**config.mk**
```make
export PLATFORM = sky130hd
export DESIGN_NAME = ssp_spi_controller_registers_unit
export DESIGN_NICKNAME = d
export VERILOG_FILES = /design/src/sv/sspcr_pkg.sv /design/src/sv/sspcr_ctrl.sv /design/src/sv/sspcr_datapath.sv /design/src/sv/ssp_spi_controller_registers_unit.sv
export SDC_FILE = /design/constraint.sdc
export NUM_CORES = 1
export LEC_CHECK = 0
export BUFFER_PORTS_ARGS = -buffer_cell sky130_fd_sc_hd__buf_2
export CELL_PAD_IN_SITES_DETAIL_PLACEMENT = 0
export CELL_PAD_IN_SITES_GLOBAL_PLACEMENT = 2
export CORE_ASPECT_RATIO = 1.4
export CORE_UTILIZATION = 47
export DETAILED_ROUTE_END_ITERATION = 8
export GPL_ROUTABILITY_DRIVEN = 0
export GPL_TIMING_DRIVEN = 0
export PLACE_DENSITY = 0.8
export SLEW_MARGIN = 20
export SYNTH_ARGS = -nofsm -noshare
export SYNTH_HDL_FRONTEND = slang
export SYNTH_HIERARCHICAL = 1
export SYNTH_SLANG_ARGS = --single-unit
```
**constraint.sdc**
```tcl
create_clock -name clk -period 4 [get_ports clk]
set_clock_uncertainty 0.15 [all_clocks]
set_input_delay 0.2 -clock clk [delete_from_list [all_inputs] [get_ports clk]]
set_output_delay 0.2 -clock clk [all_outputs]
set_load 0.05 [all_outputs]
```
**src/sv/sspcr_pkg.sv**
```systemverilog
// sspcr_pkg: shared types and constants for the SSP/SPI register unit
// command codes, register offsets, id reset values, controller command struct
// no dependencies
package sspcr_pkg;

	localparam int FIFO_DEPTH_DEF = 8;

	localparam int ID_COUNT = 8;
	localparam int ID_IDX_W = 3;
	localparam int ID_W = 8;
	localparam logic [ID_W-1:0] ID_RESET [ID_COUNT] = '{
		8'd34, 8'd16, 8'd4, 8'd0, 8'd13, 8'd240, 8'd5, 8'd177
	};

	localparam logic [1:0] CMD_WRITE = 2'd0;
	localparam logic [1:0] CMD_READ  = 2'd1;
	localparam logic [1:0] CMD_XCHG  = 2'd2;

	localparam logic [11:0] OFF_CR0     = 12'h000;
	localparam logic [11:0] OFF_CR1     = 12'h004;
	localparam logic [11:0] OFF_DR      = 12'h008;
	localparam logic [11:0] OFF_SR      = 12'h00C;
	localparam logic [11:0] OFF_CPSR    = 12'h010;
	localparam logic [11:0] OFF_IMSC    = 12'h014;
	localparam logic [11:0] OFF_RIS     = 12'h018;
	localparam logic [11:0] OFF_MIS     = 12'h01C;
	localparam logic [11:0] OFF_ICR     = 12'h020;
	localparam logic [11:0] OFF_DMACR   = 12'h024;
	localparam logic [11:0] OFF_ID_BASE = 12'hFE0;

	typedef struct packed {
		logic load;
		logic exec;
	} sspcr_cmd_t;

endpackage

```
**src/sv/sspcr_ctrl.sv**
```systemverilog
// sspcr_ctrl: item sequencer for the SSP/SPI register unit
// capture, execute, present result; drives sspcr_cmd_t to the datapath
// depends on sspcr_pkg
module sspcr_ctrl
	import sspcr_pkg::*;
(
	input  logic       clk,
	input  logic       arst_n,
	input  logic       in_valid,
	output logic       in_ready,
	output logic       out_valid,
	input  logic       out_ready,
	output sspcr_cmd_t cmd
);

	typedef enum logic [2:0] {
		ST_IDLE = 3'b001,
		ST_EXEC = 3'b010,
		ST_RESP = 3'b100
	} state_t;

	state_t state_q, state_d;

	always_comb begin
		state_d = state_q;
		unique case (state_q)
			ST_IDLE: begin
				if (in_valid) state_d = ST_EXEC;
			end
			ST_EXEC: state_d = ST_RESP;
			ST_RESP: begin
				if (out_ready) state_d = ST_IDLE;
			end
			default: state_d = ST_IDLE;
		endcase
	end

	always_ff @(posedge clk or negedge arst_n) begin
		if (!arst_n) begin
			state_q <= ST_IDLE;
		end else begin
			state_q <= state_d;
		end
	end

	assign in_ready  = (state_q == ST_IDLE);
	assign out_valid = (state_q == ST_RESP);
	assign cmd.load  = in_valid && (state_q == ST_IDLE);
	assign cmd.exec  = (state_q == ST_EXEC);

endmodule

```
**src/sv/sspcr_datapath.sv**
```systemverilog
// sspcr_datapath: register file, tx/rx fifo memories and result registers
// executes one captured item when the controller asserts exec
// depends on sspcr_pkg
module sspcr_datapath
	import sspcr_pkg::*;
#(
	parameter int FIFO_DEPTH = FIFO_DEPTH_DEF
) (
	input  logic                clk,
	input  logic                arst_n,
	input  sspcr_cmd_t          cmd,
	input  logic [1:0]          command,
	input  logic [11:0]         offset,
	input  logic [15:0]         write_data,
	input  logic [15:0]         rx_word,
	input  logic                cfg_valid,
	input  logic [ID_IDX_W-1:0] cfg_index,
	input  logic [ID_W-1:0]     cfg_data,
	output logic [15:0]         read_data,
	output logic                access_error,
	output logic                tx_valid,
	output logic [15:0]         tx_word,
	output logic                interrupt_line
);

	localparam int PTR_W = $clog2(FIFO_DEPTH);
	localparam int CNT_W = $clog2(FIFO_DEPTH + 1);
	localparam int SUM_W = CNT_W + 1;
	localparam int HALF = FIFO_DEPTH / 2;
	localparam logic [CNT_W-1:0] CNT_FULL = CNT_W'(FIFO_DEPTH);
	localparam logic [CNT_W-1:0] CNT_HALF = CNT_W'(HALF);
	localparam logic [PTR_W-1:0] PTR_LAST = PTR_W'(FIFO_DEPTH - 1);
	localparam logic [SUM_W-1:0] SUM_DEPTH = SUM_W'(FIFO_DEPTH);

	function automatic logic [PTR_W-1:0] ptr_inc(input logic [PTR_W-1:0] p);
		return (p == PTR_LAST) ? '0 : p + 1'b1;
	endfunction

	function automatic logic [PTR_W-1:0] ptr_add(input logic [PTR_W-1:0] p,
		input logic [CNT_W-1:0] c);
		logic [SUM_W-1:0] s;
		s = SUM_W'(p) + SUM_W'(c);
		if (s >= SUM_DEPTH) s = s - SUM_DEPTH;
		return s[PTR_W-1:0];
	endfunction

	// captured item
	logic [1:0]  cmd_q;
	logic [11:0] off_q;
	logic [15:0] wdata_q;
	logic [15:0] rword_q;

	// registers
	logic [15:0]     cr0_q, cr0_d;
	logic [3:0]      cr1_q, cr1_d;
	logic [6:0]      cpsr_q, cpsr_d;
	logic [3:0]      imsc_q, imsc_d;
	logic [1:0]      ris_q, ris_d;
	logic [1:0]      dmacr_q, dmacr_d;
	logic [ID_W-1:0] id_q [ID_COUNT];

	// fifos
	logic [CNT_W-1:0] tx_cnt_q, tx_cnt_d, rx_cnt_q, rx_cnt_d;
	logic [PTR_W-1:0] tx_head_q, tx_head_d, rx_head_q, rx_head_d;
	logic [15:0]      tx_mem_q [FIFO_DEPTH];
	logic [15:0]      rx_mem_q [FIFO_DEPTH];
	logic [15:0]      tx_rdata_q, rx_rdata_q;
	logic             tx_we, rx_we;
	logic [PTR_W-1:0] tx_waddr, rx_waddr;
	logic [15:0]      rx_wdata;

	// results
	logic [15:0] rdata_q, rdata_d;
	logic        err_q, err_d;
	logic        txv_q, txv_d;
	logic [15:0] txw_q, txw_d;

	logic [15:0] fmask;
	logic [3:0]  raw;
	logic [15:0] status;
	logic        id_hit;

	assign fmask = 16'hFFFF >> (4'd15 - cr0_q[3:0]);
	assign raw = {tx_cnt_q <= CNT_HALF, rx_cnt_q >= CNT_HALF, ris_q};
	assign status = {11'd0, tx_cnt_q != '0, rx_cnt_q == CNT_FULL, rx_cnt_q != '0,
		tx_cnt_q != CNT_FULL, tx_cnt_q == '0};
	assign id_hit = (off_q >= OFF_ID_BASE) && (off_q[1:0] == 2'b00);
	assign tx_waddr = ptr_add(tx_head_q, tx_cnt_q);
	assign rx_waddr = ptr_add(rx_head_q, rx_cnt_q);
	assign rx_wdata = rword_q & fmask;

	always_comb begin
		cr0_d     = cr0_q;
		cr1_d     = cr1_q;
		cpsr_d    = cpsr_q;
		imsc_d    = imsc_q;
		ris_d     = ris_q;
		dmacr_d   = dmacr_q;
		tx_cnt_d  = tx_cnt_q;
		rx_cnt_d  = rx_cnt_q;
		tx_head_d = tx_head_q;
		rx_head_d = rx_head_q;
		tx_we     = 1'b0;
		rx_we     = 1'b0;
		rdata_d   = '0;
		err_d     = 1'b0;
		txv_d     = 1'b0;
		txw_d     = '0;
		if (cmd.exec) begin
			unique case (cmd_q)
				CMD_WRITE: begin
					unique case (off_q)
						OFF_CR0:   cr0_d = wdata_q;
						OFF_CR1:   cr1_d = wdata_q[3:0];
						OFF_DR: begin
							if (tx_cnt_q == CNT_FULL) begin
								err_d = 1'b1;
							end else begin
								tx_we    = 1'b1;
								tx_cnt_d = tx_cnt_q + 1'b1;
							end
						end
						OFF_CPSR:  cpsr_d = wdata_q[7:1];
						OFF_IMSC:  imsc_d = wdata_q[3:0];
						OFF_ICR:   ris_d = ris_q & ~wdata_q[1:0];
						OFF_DMACR: dmacr_d = wdata_q[1:0];
						default:   err_d = 1'b1;
					endcase
				end
				CMD_READ: begin
					unique case (off_q)
						OFF_CR0:   rdata_d = cr0_q;
						OFF_CR1:   rdata_d = {12'd0, cr1_q};
						OFF_DR: begin
							if (rx_cnt_q == '0) begin
								ris_d[0] = 1'b1;
							end else begin
								rdata_d   = rx_rdata_q & fmask;
								rx_head_d = ptr_inc(rx_head_q);
								rx_cnt_d  = rx_cnt_q - 1'b1;
							end
						end
						OFF_SR:    rdata_d = status;
						OFF_CPSR:  rdata_d = {8'd0, cpsr_q, 1'b0};
						OFF_IMSC:  rdata_d = {12'd0, imsc_q};
						OFF_RIS:   rdata_d = {12'd0, raw};
						OFF_MIS:   rdata_d = {12'd0, raw & imsc_q};
						OFF_DMACR: rdata_d = {14'd0, dmacr_q};
						default: begin
							if (id_hit) rdata_d = {8'd0, id_q[off_q[4:2]]};
						end
					endcase
				end
				CMD_XCHG: begin
					if (tx_cnt_q != '0 && cr1_q[1]) begin
						txv_d     = 1'b1;
						txw_d     = tx_rdata_q;
						tx_head_d = ptr_inc(tx_head_q);
						tx_cnt_d  = tx_cnt_q - 1'b1;
						if (rx_cnt_q == CNT_FULL) begin
							ris_d[0] = 1'b1;
						end else begin
							rx_we    = 1'b1;
							rx_cnt_d = rx_cnt_q + 1'b1;
						end
					end
				end
				default: ;
			endcase
		end
	end

	always_ff @(posedge clk) begin
		if (cmd.load) begin
			cmd_q   <= command;
			off_q   <= offset;
			wdata_q <= write_data;
			rword_q <= rx_word;
		end
		if (cmd.exec) begin
			rdata_q <= rdata_d;
			err_q   <= err_d;
			txv_q   <= txv_d;
			txw_q   <= txw_d;
		end
	end

	always_ff @(posedge clk or negedge arst_n) begin
		if (!arst_n) begin
			cr0_q     <= '0;
			cr1_q     <= '0;
			cpsr_q    <= '0;
			imsc_q    <= '0;
			ris_q     <= '0;
			dmacr_q   <= '0;
			tx_cnt_q  <= '0;
			rx_cnt_q  <= '0;
			tx_head_q <= '0;
			rx_head_q <= '0;
			id_q      <= ID_RESET;
		end else begin
			cr0_q     <= cr0_d;
			cr1_q     <= cr1_d;
			cpsr_q    <= cpsr_d;
			imsc_q    <= imsc_d;
			ris_q     <= ris_d;
			dmacr_q   <= dmacr_d;
			tx_cnt_q  <= tx_cnt_d;
			rx_cnt_q  <= rx_cnt_d;
			tx_head_q <= tx_head_d;
			rx_head_q <= rx_head_d;
			if (cfg_valid) id_q[cfg_index] <= cfg_data;
		end
	end

	// fifo memories, head word read every cycle
	always_ff @(posedge clk) begin
		if (tx_we) tx_mem_q[tx_waddr] <= wdata_q;
		tx_rdata_q <= tx_mem_q[tx_head_q];
	end

	always_ff @(posedge clk) begin
		if (rx_we) rx_mem_q[rx_waddr] <= rx_wdata;
		rx_rdata_q <= rx_mem_q[rx_head_q];
	end

	assign read_data      = rdata_q;
	assign access_error   = err_q;
	assign tx_valid       = txv_q;
	assign tx_word        = txw_q;
	assign interrupt_line = |(raw & imsc_q);

endmodule

```
**src/sv/ssp_spi_controller_registers_unit.sv**
```systemverilog
// SSP/SPI register unit: bus register file with transmit and receive fifos. Each
// item (bus write, bus read or one frame exchange) passes through the cycle it
// is accepted, in which the fifo memories' registered read of both head words
// is made; the execute state, which updates registers, counts and fifo memories
// and loads the result register; and the result state, in which the result is
// offered until it is taken. The next item is accepted once the result has
// been taken, so the sequencer and the single registered read port of each fifo
// memory set the rate. There is no clearing pass after reset. Id registers are
// written through the configuration channel, which is always ready.
// top level; depends on sspcr_pkg, sspcr_ctrl, sspcr_datapath
module ssp_spi_controller_registers_unit
	import sspcr_pkg::*;
#(
	parameter int FIFO_DEPTH = FIFO_DEPTH_DEF
) (
	input  logic                clk,
	input  logic                arst_n,
	input  logic                in_valid,
	output logic                in_ready,
	input  logic [1:0]          command,
	input  logic [11:0]         offset,
	input  logic [15:0]         write_data,
	input  logic [15:0]         rx_word,
	output logic                out_valid,
	input  logic                out_ready,
	output logic [15:0]         read_data,
	output logic                access_error,
	output logic                tx_valid,
	output logic [15:0]         tx_word,
	output logic                interrupt_line,
	input  logic                cfg_valid,
	output logic                cfg_ready,
	input  logic [ID_IDX_W-1:0] cfg_index,
	input  logic [ID_W-1:0]     cfg_data
);

	sspcr_cmd_t cmd;

	assign cfg_ready = 1'b1;

	sspcr_ctrl u_ctrl (
		.clk       (clk),
		.arst_n    (arst_n),
		.in_valid  (in_valid),
		.in_ready  (in_ready),
		.out_valid (out_valid),
		.out_ready (out_ready),
		.cmd       (cmd)
	);

	sspcr_datapath #(
		.FIFO_DEPTH (FIFO_DEPTH)
	) u_dp (
		.clk            (clk),
		.arst_n         (arst_n),
		.cmd            (cmd),
		.command        (command),
		.offset         (offset),
		.write_data     (write_data),
		.rx_word        (rx_word),
		.cfg_valid      (cfg_valid),
		.cfg_index      (cfg_index),
		.cfg_data       (cfg_data),
		.read_data      (read_data),
		.access_error   (access_error),
		.tx_valid       (tx_valid),
		.tx_word        (tx_word),
		.interrupt_line (interrupt_line)
	);

endmodule

```
# Yosys cells after proc, flatten, opt, wreduce, memory -nomap -nowiden
# Memories as Yosys holds them, arrays and structs flattened. A register that Yosys moved wholly into a read port is not among the register bits.
# Cells that the tools add are included.
totals:
  reg_bits: 196
  ram_bits: 256
  inputBits: 62
  output_inout_bits: 38
  wordCells: 163
  mem_count: 2
memory_table:
  columns: ["name", "depth", "word_bits", "rd", "rd_clocked_by_memory_dff", "wr", "line_no", "rtl"]
  rows:
  - ["u_dp.rx_mem_q", 8, 16, 1, 1, 1, "sspcr_datapath.sv:66", "logic [15:0] rx_mem_q [FIFO_DEPTH];"]
  - ["u_dp.tx_mem_q", 8, 16, 1, 1, 1, "sspcr_datapath.sv:65", "logic [15:0] tx_mem_q [FIFO_DEPTH];"]
classes:
  add_sub_neg: 11
  magnitude_cmp: 8
  eq_ne: 30
  n_shift: 1
  mux: 46
  bitwise_logic: 8
  n_reduce_logical: 29
ops:
  columns: ["cell", "count"]
  rows:
  - ["$pmux W16 S9", 1]
  - ["$bwmux W64", 1]
  - ["$eq A12 B5 Y1 const B", 4]
  - ["$and A16 B16 Y16", 2]
  - ["$mux W8", 4]
  - ["$mux W4", 7]
  - ["$bmux W8 S3", 1]
  - ["$demux W8 S3", 1]
  - ["$eq A12 B4 Y1 const B", 2]
  - ["$eq A12 B6 Y1 const B", 2]
  - ["$reduce_and A3 Y1", 7]
  - ["$mux W1", 19]
  - ["$mux W3", 6]
  - ["$mux W16", 1]
  - ["$pmux W4 S2", 2]
  - ["$shr A16 B4 Y16 const A", 1]
  - ["$ne A2 B2 Y1 const B", 7]
  - ["$eq A12 B3 Y1 const B", 1]
  - ["$ge A12 B12 Y1 const B", 1]
  - ["$logic_not A12 Y1", 1]
  - ["$add A3 B4 Y5", 2]
  - ["$ge A5 B4 Y1 const B", 2]
  - ["$eq A3 B3 Y1 const B", 3]
  - ["$pmux W3 S3", 1]
  - ["36 further kinds", 54]

# Logic depth before layout (Yosys ltp)
# Gate-level depths: netlist (run 1).
depth:
  ltp_word: 7
  depth_mapped: 10
  mapped_depth_nobuf: 9

# Modules after synthesis
# Netlist (run 1), hierarchy kept.
by_module_without_submodules:
  columns: ["module", "instances", "cells_per_inst", "area_each_um2", "seq_area_each_um2"]
  rows:
  - ["sspcr_datapath", 1, 1052, 19267.2, 13579.3]
  - ["sspcr_ctrl", 1, 12, 156.4, 76.3]
  - ["ssp_spi_controller_registers_unit", 1, 2, 11.3, 0.0]

# Least setup slack after synthesis (run 1)
# OpenSTA, ideal clock, no wires.
synth_timing:
  kind: "reg-to-reg"
  start: "register u_dp.rx_head_q[1]"
  end: "memory u_dp.rx_mem_q[2][0], enable pin"
  setup_ns: 0.409
  t_arrival_ns: 3.083
  required_ns: 3.441
  slack_ns: 0.358
  path_stages_with_launch: 7
  path_buffers: 2
  synth_period_minus_slack_ns: 3.642
  path_cell_list: "dfrtp_1 > clkbuf_1 > clkbuf_1 > inv_1 > fa_1 > or3_1 > nor3_1"
synth_between:
  elab_chain_cells: 3
  elab_cells_between_ends: 4
  cone_classes: "add/sub: 2; order compare: 1; mux: 1"
synth_rtl:
  columns: ["item", "line_no", "rtl"]
  rows:
  - ["start: declaration", "sspcr_datapath.sv:64", "logic [PTR_W-1:0] tx_head_q, tx_head_d, rx_head_q, rx_head_d;"]
  - ["start signal: assignment", "sspcr_datapath.sv:211", "rx_head_q <= rx_head_d;"]
  - ["$add A3 B4 Y5 (*)", "sspcr_datapath.sv:42", "s = SUM_W'(p) + SUM_W'(c);"]
  - ["$ge A5 B4 Y1 or $sub A3 B1 Y3 (tied branches)", "sspcr_datapath.sv:43", "if (s >= SUM_DEPTH) s = s - SUM_DEPTH;"]
  - ["$mux W3 (*)", "sspcr_datapath.sv:43", null]
  - ["end: declaration", "sspcr_datapath.sv:66", null]
# Every way passes the cells marked *; elsewhere a longest branch is shown, timed or not.

# Final worst setup path (run 1)
layout_timing:
  start: "register u_dp.cmd_q[0]"
  end: "memory u_dp.rx_mem_q[6][14], enable pin"
layout_between:
  elab_chain_cells: 5
layout_rtl:
  columns: ["item", "line_no", "rtl"]
  rows:
  - ["start: declaration", "sspcr_datapath.sv:48", "logic [1:0] cmd_q;"]
  - ["start signal: assignment", "sspcr_datapath.sv:175", "cmd_q <= command;"]
  - ["$eq A2 B2 Y1", "sspcr_datapath.sv:110", "unique case (cmd_q)"]
  - ["$mux W1", "sspcr_datapath.sv:110", null]
  - ["$mux W1", "sspcr_datapath.sv:109", "if (cmd.exec) begin"]
  - ["$mux W1", "sspcr_datapath.sv:223", "if (rx_we) rx_mem_q[rx_waddr] <= rx_wdata;"]
  - ["$mux W1 (implied by the code)", "sspcr_datapath.sv:223", null]
# No other way between the ends.

==> results of run 1 <==
cell usage after synthesis (13+ instances only):
cell,instances
sky130_fd_sc_hd__and2_1,21
sky130_fd_sc_hd__edfxtp_1,336
sky130_fd_sc_hd__dfrtp_1,98
sky130_fd_sc_hd__ha_1,13
sky130_fd_sc_hd__nand2_1,27
sky130_fd_sc_hd__dfxtp_1,32
sky130_fd_sc_hd__inv_1,14
sky130_fd_sc_hd__nor2_1,37
sky130_fd_sc_hd__mux2_2,134
sky130_fd_sc_hd__nor3_1,17
sky130_fd_sc_hd__mux4_2,80
sky130_fd_sc_hd__dfstp_2,18
sky130_fd_sc_hd__clkbuf_1,33
registers in the layout (all words and copies together), names as in the netlist, 16 cells and up:
| name | count |
|---|---|
| u_dp/tx_mem_q | 128 |
| u_dp/rx_mem_q | 128 |
| u_dp/rx_rdata_q | 16 |
| u_dp/tx_rdata_q | 16 |
| u_dp/cr0_q | 16 |
| u_dp/wdata_q | 16 |
| u_dp/read_data | 16 |
| u_dp/tx_word | 16 |
| u_dp/rword_q | 16 |
| u_dp/id_q | 64 |
area by class of cell:
type                       count  area, µm²
inverter                      14      52.55
clock inverter                10      72.57
sequential                   484      13660
timing repair buffer         178       1346
fill                        3181      17470
clock buffer                  76       1429
multi-input combinational    519       5584
buffer                        48      214.0
tap                          534      668.1
where the power goes:
| part | switching (µW) | leakage, µW | internal [µW] |
|---|---|---|---|
| Combinational | 865 | 0.00280 | 578 |
| Clock | 1820 | 0.000732 | 2450 |
| Sequential | 327 | 0.00509 | 5830 |
routing by layer:
metal  wire length, µm  track usage (%)  up-vias
met1             17390            25.45     5302
li1                  -                -     4654
met3              1479            2.553       65
met5                 0                0        -
met2             23210            38.12      223
met4              1180            6.914        0
worst paths after layout:
check | start | endpoint | slack (ps) | depth (start not counted)
max reg2reg | u_dp/cmd_q[0]$_DFFE_PP_ | u_dp/rx_mem_q[6][14]$_DFFE_PP_ | 290 | 9
min reg2reg | u_dp/id_q[39]$_DFFE_PN0P_ | u_dp/id_q[39]$_DFFE_PN0P_ | 350 | 1
min in group clk | cfg_index[1] | u_dp/id_q[41]$_DFFE_PN0P_ | 110 | 4
max in group asynchronous | arst_n | u_dp/id_q[8]$_DFFE_PN1P_ | 2960 | 3
min | arst_n | u_dp/id_q[2]$_DFFE_PN0P_ | 7 | 2
max | u_dp/cmd_q[0]$_DFFE_PP_ | u_dp/rx_mem_q[6][14]$_DFFE_PP_ | 290 | 9
per-stage QoR:
step,TNS (ps),instances
after floorplan,0,1066
after global placement,-230610,1694
after detailed placement,0,1721
after CTS,0,1864
after global routing,0,1863
final,0,1863
logic make-up after synthesis:
family	share of synthesized area, %
flops	70.26
mux	17.74
simple gates	5.768
compound gates	2.955
buf+inv	1.378
fa+ha+maj	1.249
xor+xnor	0.6309
other cells	0.01930
what timing repair did:
action | in CTS | in global routing
endpoints found under the setup margin | 0 | 57
hold buffers | 57 | 0
resized for setup | 0 | 4
hold endpoints to repair | 215 | 0
==> qor.txt, run 1 <==
RUN STATUS
--------------------------------------------------------------------------------------------------
Outcome ............................................................................. complete, no violations

PLACEMENT
--------------------------------------------------------------------------------------------------
Post-place setup slack ..............................................................     37.62 ps
Post-placement cell area ............................................................    20940 µm²
HPWL after detailed placement .......................................................     29360 µm
Number of buffers inserted by port buffering ........................................           94

CLOCK NETWORK
--------------------------------------------------------------------------------------------------
Clock sink total ....................................................................          484
H-tree depth reported by CTS ........................................................            2
Latest clock arrival within the worst-skew pair .....................................       560 ps
TritonCTS clock tree ................................................................         done
Root Driver ......................................................................... sky130_fd_sc_hd__clkbuf_16
Number of buffers on the longest clock path .........................................            3
Clock transition time at the flip-flop clock pins of the worst setup and hold paths .        60 ps
Total CTS buffers ...................................................................           46
Buffer count from post-CTS setup fixing .............................................            0

STA
--------------------------------------------------------------------------------------------------
Post-route worst hold slack .........................................................     6.638 ps
Unrepaired setup endpoints after global routing .....................................        false
Crit path time final ................................................................      3714 ps
Minimum setup slack in the final design .............................................     286.1 ps
Count of endpoints failing hold in the final timing report ..........................            0
Count of final max-slew check failures ..............................................            0
Relative slew margins ...............................................................       34.07%
Final clock period utilization by the worst path ....................................       92.85%
Finish-stage setup viols ............................................................            0
Maximum clock rate ..................................................................   0.2693 GHz
Transition time at the pin with the least slew margin ...............................     975.2 ps

SYNTH
--------------------------------------------------------------------------------------------------
#FFs+latches synth ..................................................................          484
Share of flip-flops with an asynchronous set or reset after synthesis ...............       23.97%
Average size of a mapped cell .......................................................    18.23 µm²
Leading register cell type out of synthesis ......................................... sky130_fd_sc_hd__edfxtp_1
Share of synthesized area occupied by flip-flops and latches ........................       70.26%
Synthesized cell area ...............................................................    19430 µm²
Post-synthesis net count ............................................................         1145
Top cells by area in the synthesized netlist ........................................ sky130_fd_sc_hd__edfxtp_1 (52%), sky130_fd_sc_hd__dfrtp_1 (13%), sky130_fd_sc_hd__mux4_2 (9.3%)
Post-synth top area share ...........................................................       51.92%
Number of library cell types mapped by synthesis ....................................           72
Biggest area consumer among synthesized cells ....................................... sky130_fd_sc_hd__edfxtp_1
Gate Count Post-Synth ...............................................................         1066
Number of warnings reported in the yosys synthesis log ..............................            6
Post-synth EDFFs ....................................................................          336

GLOBAL ROUTING
--------------------------------------------------------------------------------------------------
Maximum number of pins on one net before global-route repair ........................           72
Wire length of the first global-routing pass ........................................     65660 µm
Vias in the first global route ......................................................        10971
Residual overflow from global routing ...............................................            0
Global-route total usage across every layer .........................................       20.87%
Initial antenna violation count .....................................................            0

LAYOUT
--------------------------------------------------------------------------------------------------
Net count of the finished layout ....................................................         1370
P&R area growth vs syn ..............................................................       18.46%
Layout Cell Area excl Fill ..........................................................    23020 µm²
Fraction of layout cells with a size suffix above 1 .................................       36.04%
Layout Utilization ..................................................................       56.85%
Commonest non-fill, non-tap cells in the layout ..................................... sky130_fd_sc_hd__edfxtp_1 (336), sky130_fd_sc_hd__mux2_2 (134), sky130_fd_sc_hd__buf_2 (103), sky130_fd_sc_hd__dfrtp_1 (98), sky130_fd_sc_hd__mux4_2 (80)
Leading cell type in the layout, fill and taps excluded ............................. sky130_fd_sc_hd__edfxtp_1
Number of antenna repair diodes .....................................................            0

POWER AND IR DROP
--------------------------------------------------------------------------------------------------
Max rail drop VDD ...................................................................    0.3909 mV
Power per unit of standard cell area ................................................ 515.8 nW/µm²
Leak pwr ............................................................................  0.008622 µW
Total power consumption of the routed design ........................................     11870 µW

CRITICAL PATH
--------------------------------------------------------------------------------------------------
Worst Path Class, Setup .............................................................   reg -> reg
Critical path capture point type ....................................................         flop
CP Data Arrival Time ................................................................      3840 ps
Startpoint type of the worst setup path .............................................         flop
Crit-path cells ..................................................................... inv_1 > ha_1 > clkbuf_1 > and3_1 > nand2_1 > or3_1 > nor3_2 > buf_6 > buf_6
Maximum fanout along the worst path .................................................           10
Most frequent CP cell ............................................................... sky130_fd_sc_hd__buf_6
Combined buffer and inverter count along the critical path ..........................            4
Required time of the critical path ..................................................      4120 ps
Slowest CP cell ..................................................................... sky130_fd_sc_hd__and3_1
CP peak stage delay .................................................................       580 ps
Category of cells accounting for the largest share of critical-path delay ........... simple AND/OR/NAND/NOR gates

ROUTE
--------------------------------------------------------------------------------------------------
Detail Route Antenna Nets ...........................................................            0
Mean number of vias per cell ........................................................        5.499
Vias ................................................................................        10244
Detailed router's first-iteration violation count ...................................          552
Wirelength, routed ..................................................................     43260 µm
DR pass1 iterations .................................................................            5
Routed wirelength normalized by instance count ......................................     23.22 µm
Final routed DRC violation total ....................................................            0

DIE
--------------------------------------------------------------------------------------------------
Initial core utilization ............................................................       47.99%
Die ar. .............................................................................    42180 µm²
Io pins .............................................................................          100
Die Height ..........................................................................     242.6 µm
Width of the die ....................................................................     173.9 µm
Placeable core area .................................................................    40490 µm²
Number of standard-cell rows in the floorplan .......................................           87

WORST HOLD PATH
--------------------------------------------------------------------------------------------------
Worst min-delay path category .......................................................  in -> async

JOB
--------------------------------------------------------------------------------------------------
Max cap viols .......................................................................            0

Note: power is estimated with default switching activity, not from simulation.
==> run 2, diff against run 1 <==
CORE_ASPECT_RATIO = unset   (was 1.4)
==> qor.txt, run 2 (synthesis gave the netlist of run 1 again) <==
CRITICAL PATH
--------------------------------------------------------------------------------------------------
Combined buffer and inverter count along the critical path ..........................            4   unchanged
CP peak stage delay .................................................................       620 ps   was 580 ps
Maximum fanout along the worst path .................................................           11   was 10
CP Data Arrival Time ................................................................      4020 ps   was 3840 ps
Startpoint type of the worst setup path .............................................         flop   unchanged
Reg-to-Reg End ...................................................................... u_dp/tx_mem_q[4][12]$_DFFE_PP_   was u_dp/rx_mem_q[6][14]$_DFFE_PP_
Worst Path Class, Setup .............................................................   reg -> reg   unchanged
Required time of the critical path ..................................................      4150 ps   was 4120 ps
Flop2flop setup slack ...............................................................       130 ps   was 290 ps
Launch point of the worst reg-to-reg path ........................................... u_dp/tx_head_q[1]$_DFFE_PN0P_   was u_dp/cmd_q[0]$_DFFE_PP_
Slowest CP cell ..................................................................... sky130_fd_sc_hd__buf_1   was sky130_fd_sc_hd__and3_1
Critical path capture point type ....................................................         flop   unchanged
Crit path from ...................................................................... u_dp/tx_head_q[1]$_DFFE_PN0P_   was u_dp/cmd_q[0]$_DFFE_PP_
Number of stages on the worst setup path ............................................            9   unchanged
Category of cells accounting for the largest share of critical-path delay ........... buffers and inverters   was simple AND/OR/NAND/NOR gates
Depth of the most critical reg-to-reg path ..........................................            9   unchanged
Crit-path cells ..................................................................... clkbuf_1 > buf_1 > inv_1 > fa_1 > xnor2_1 > xor2_1 > nand2_1 > nor2_2 > buf_6   was inv_1 > ha_1 > clkbuf_1 > and3_1 > nand2_1 > or3_1 > nor3_2 > buf_6 > buf_6
Termination of the worst setup path ................................................. u_dp/tx_mem_q[4][12]$_DFFE_PP_   was u_dp/rx_mem_q[6][14]$_DFFE_PP_

GLOBAL ROUTING
--------------------------------------------------------------------------------------------------
Initial antenna violation count .....................................................            0   unchanged
Maximum number of pins on one net before global-route repair ........................           65   was 72
Residual overflow from global routing ...............................................            0   unchanged
Global-route total usage across every layer .........................................       21.33%   was 20.87%
Wire length of the first global-routing pass ........................................     65920 µm   was 65660 µm
Vias in the first global route ......................................................        10833   was 10971

POWER AND IR DROP
--------------------------------------------------------------------------------------------------
Clock power share ...................................................................        38.3%   was 36.0%
Power per unit of standard cell area ................................................ 530.8 nW/µm²   was 515.8 nW/µm²
Leak pwr ............................................................................  0.008670 µW   was 0.008622 µW
Internal power of the cells .........................................................      9197 µW   was 8860 µW
Sequential Power Share ..............................................................        50.2%   was 51.9%
Power share of the combinational group ..............................................        11.6%   was 12.1%
Switching share of total power ......................................................       25.18%   was 25.39%
Reported net switching power ........................................................      3095 µW   was 3015 µW
Max rail drop VDD ...................................................................    0.5434 mV   was 0.3909 mV

STA
--------------------------------------------------------------------------------------------------
Count of final max-slew check failures ..............................................            0   unchanged
Finish-stage setup viols ............................................................            0   unchanged
Unrepaired setup endpoints after global routing .....................................         true   was false
Relative slew margins ...............................................................       28.36%   was 34.07%
Post-route worst hold slack .........................................................     3.413 ps   was 6.638 ps
Count of endpoints failing hold in the final timing report ..........................            0   unchanged
Crit path time final ................................................................      3868 ps   was 3714 ps
Maximum clock rate ..................................................................   0.2585 GHz   was 0.2693 GHz
Transition time at the pin with the least slew margin ...............................      1066 ps   was 975.2 ps
Final clock period utilization by the worst path ....................................       96.70%   was 92.85%

LAYOUT
--------------------------------------------------------------------------------------------------
Net count of the finished layout ....................................................         1371   was 1370
Largest registers ................................................................... u_dp/rx_mem_q x128, u_dp/tx_mem_q x128, u_dp/id_q x64   unchanged
Total area of multi-input combinational cells .......................................     5580 µm²   was 5584 µm²
Non-filler instance count after layout ..............................................         1865   was 1863
Number of fill cells ................................................................         3180   was 3181
Number of antenna repair diodes .....................................................            0   unchanged
Fraction of layout cells with a size suffix above 1 .................................       36.16%   was 36.04%
Commonest non-fill, non-tap cells in the layout ..................................... sky130_fd_sc_hd__edfxtp_1 (336), sky130_fd_sc_hd__mux2_2 (134), sky130_fd_sc_hd__buf_2 (103), sky130_fd_sc_hd__dfrtp_1 (98), sky130_fd_sc_hd__mux4_2 (80)   unchanged
Area taken by flip-flops and latches ................................................    13660 µm²   unchanged
Leading cell type in the layout, fill and taps excluded ............................. sky130_fd_sc_hd__edfxtp_1   unchanged
P&R area growth vs syn ..............................................................       19.15%   was 18.46%

ROUTE
--------------------------------------------------------------------------------------------------
Routed wirelength normalized by instance count ......................................     23.38 µm   was 23.22 µm
Max layer used ......................................................................         met4   unchanged
Met1 routed wirelength after detailed routing .......................................     19870 µm   was 17390 µm
DR pass1 iterations .................................................................            5   unchanged
Wirelength, routed ..................................................................     43600 µm   was 43260 µm
Detailed router's first-iteration violation count ...................................          716   was 552
Mean number of vias per cell ........................................................        5.595   was 5.499
Met2 wire length ....................................................................     20920 µm   was 23210 µm
Detail Route Antenna Nets ...........................................................            0   unchanged
Wire length on met3 .................................................................      1978 µm   was 1479 µm
Final routed DRC violation total ....................................................            0   unchanged
Vias ................................................................................        10435   was 10244

CLOCK NETWORK
--------------------------------------------------------------------------------------------------
Clock transition time at the flip-flop clock pins of the worst setup and hold paths .        60 ps   about the same
TritonCTS clock tree ................................................................         done   unchanged
Buffer count from post-CTS setup fixing .............................................            0   unchanged
Number of buffers on the longest clock path .........................................            3   unchanged
Latest clock arrival within the worst-skew pair .....................................       590 ps   was 560 ps
Root Driver ......................................................................... sky130_fd_sc_hd__clkbuf_16   unchanged
Clock sink total ....................................................................          484   unchanged
Total CTS buffers ...................................................................           50   was 46
H-tree depth reported by CTS ........................................................            2   unchanged

DIE
--------------------------------------------------------------------------------------------------
Number of standard-cell rows in the floorplan .......................................           74   was 87
Initial core utilization ............................................................       47.60%   was 47.99%
Placeable core area .................................................................    40830 µm²   was 40490 µm²
Width of the die ....................................................................     205.4 µm   was 173.9 µm
Io pins .............................................................................          100   unchanged
Die Height ..........................................................................     205.4 µm   was 242.6 µm
Die ar. .............................................................................    42170 µm²   was 42180 µm²

PLACEMENT
--------------------------------------------------------------------------------------------------
HPWL after detailed placement .......................................................     28610 µm   was 29360 µm
Number of buffers inserted by port buffering ........................................           94   unchanged
Cells after DPL .....................................................................         1716   was 1721

RUN STATUS
--------------------------------------------------------------------------------------------------
Outcome ............................................................................. complete, no violations   unchanged

WORST HOLD PATH
--------------------------------------------------------------------------------------------------
Worst min-delay path category .......................................................  in -> async   unchanged

JOB
--------------------------------------------------------------------------------------------------
Max cap viols .......................................................................            0   unchanged

[run 2: changes by cell type in the layout (fill, tap and decap cells not counted), sizes merged]
cell	before	now
clkinv	9	16
clkinvlp	1	4
bufinv	0	6
buf	136	134
clkbuf	109	99
[run 2: what timing repair did]
item,4_1_cts,5_1_grt
hold buffers,57,0
endpoints found under the setup margin,0,53
gates resized for setup,0,3
hold endpoints to repair,224,0
[run 2: area by class of cell]
type / count / share of cell area, %
Multi-Input combinational cell: 519 / 24.10
Sequential cell: 484 / 58.97
Timing Repair Buffer: 175 / 5.700
Clock buffer: 67 / 5.900
Tap cell: 532 / 2.874
Inverter: 14 / 0.2269
Buffer: 48 / 0.9185
Clock inverter: 26 / 1.313
[run 2: worst min path at each step]
stage	start	to	depth (start not counted)
3_5_place_dp	arst_n	u_dp/id_q[35]$_DFFE_PN0P_	1
3_3_place_gp	rx_word[7]	u_dp/rword_q[7]$_DFFE_PP_	1
4_1_cts	arst_n	u_dp/id_q[35]$_DFFE_PN0P_	2
5_1_grt	arst_n	u_dp/id_q[35]$_DFFE_PN0P_	2
2_1_floorplan	arst_n	u_ctrl/state_q[1]$_DFFE_PN0P_	0
6_report	arst_n	u_dp/id_q[35]$_DFFE_PN0P_	2
[run 2: power groups by stage]
stage | registers [µW] | clock network, µW | logic (µW)
6_report | 6170 | 4700 | 1420
5_1_grt | 6210 | 4990 | 1530
2_1_floorplan | 6280 | 0 | 841
3_5_place_dp | 6260 | 0 | 1390
4_1_cts | 6170 | 4800 | 1440
3_3_place_gp | 6250 | 0 | 1320
[run 2: per-stage QoR]
step / power, µW / util [%] / TNS, ps / area (µm²) / setup WS (ps)
final: 12290 / 56.71 / 0 / 23160 / 131.9
after global routing: 12730 / 56.71 / -1896 / 23160 / -153.0
after CTS: 12400 / 56.72 / 0 / 23160 / 11.65
after detailed placement: 7657 / 51.23 / 0 / 20920 / 46.80
after global placement: 7576 / 50.38 / -217780 / 20570 / -1686
after floorplan: 7116 / - / 0 / 19430 / 357.9
[run 2: routing by layer]
layer	track usage [%]	up-vias
li1	-	4675
met1	30.14	5418
met2	34.28	279
met3	3.294	63
met4	6.349	0
met5	0	-
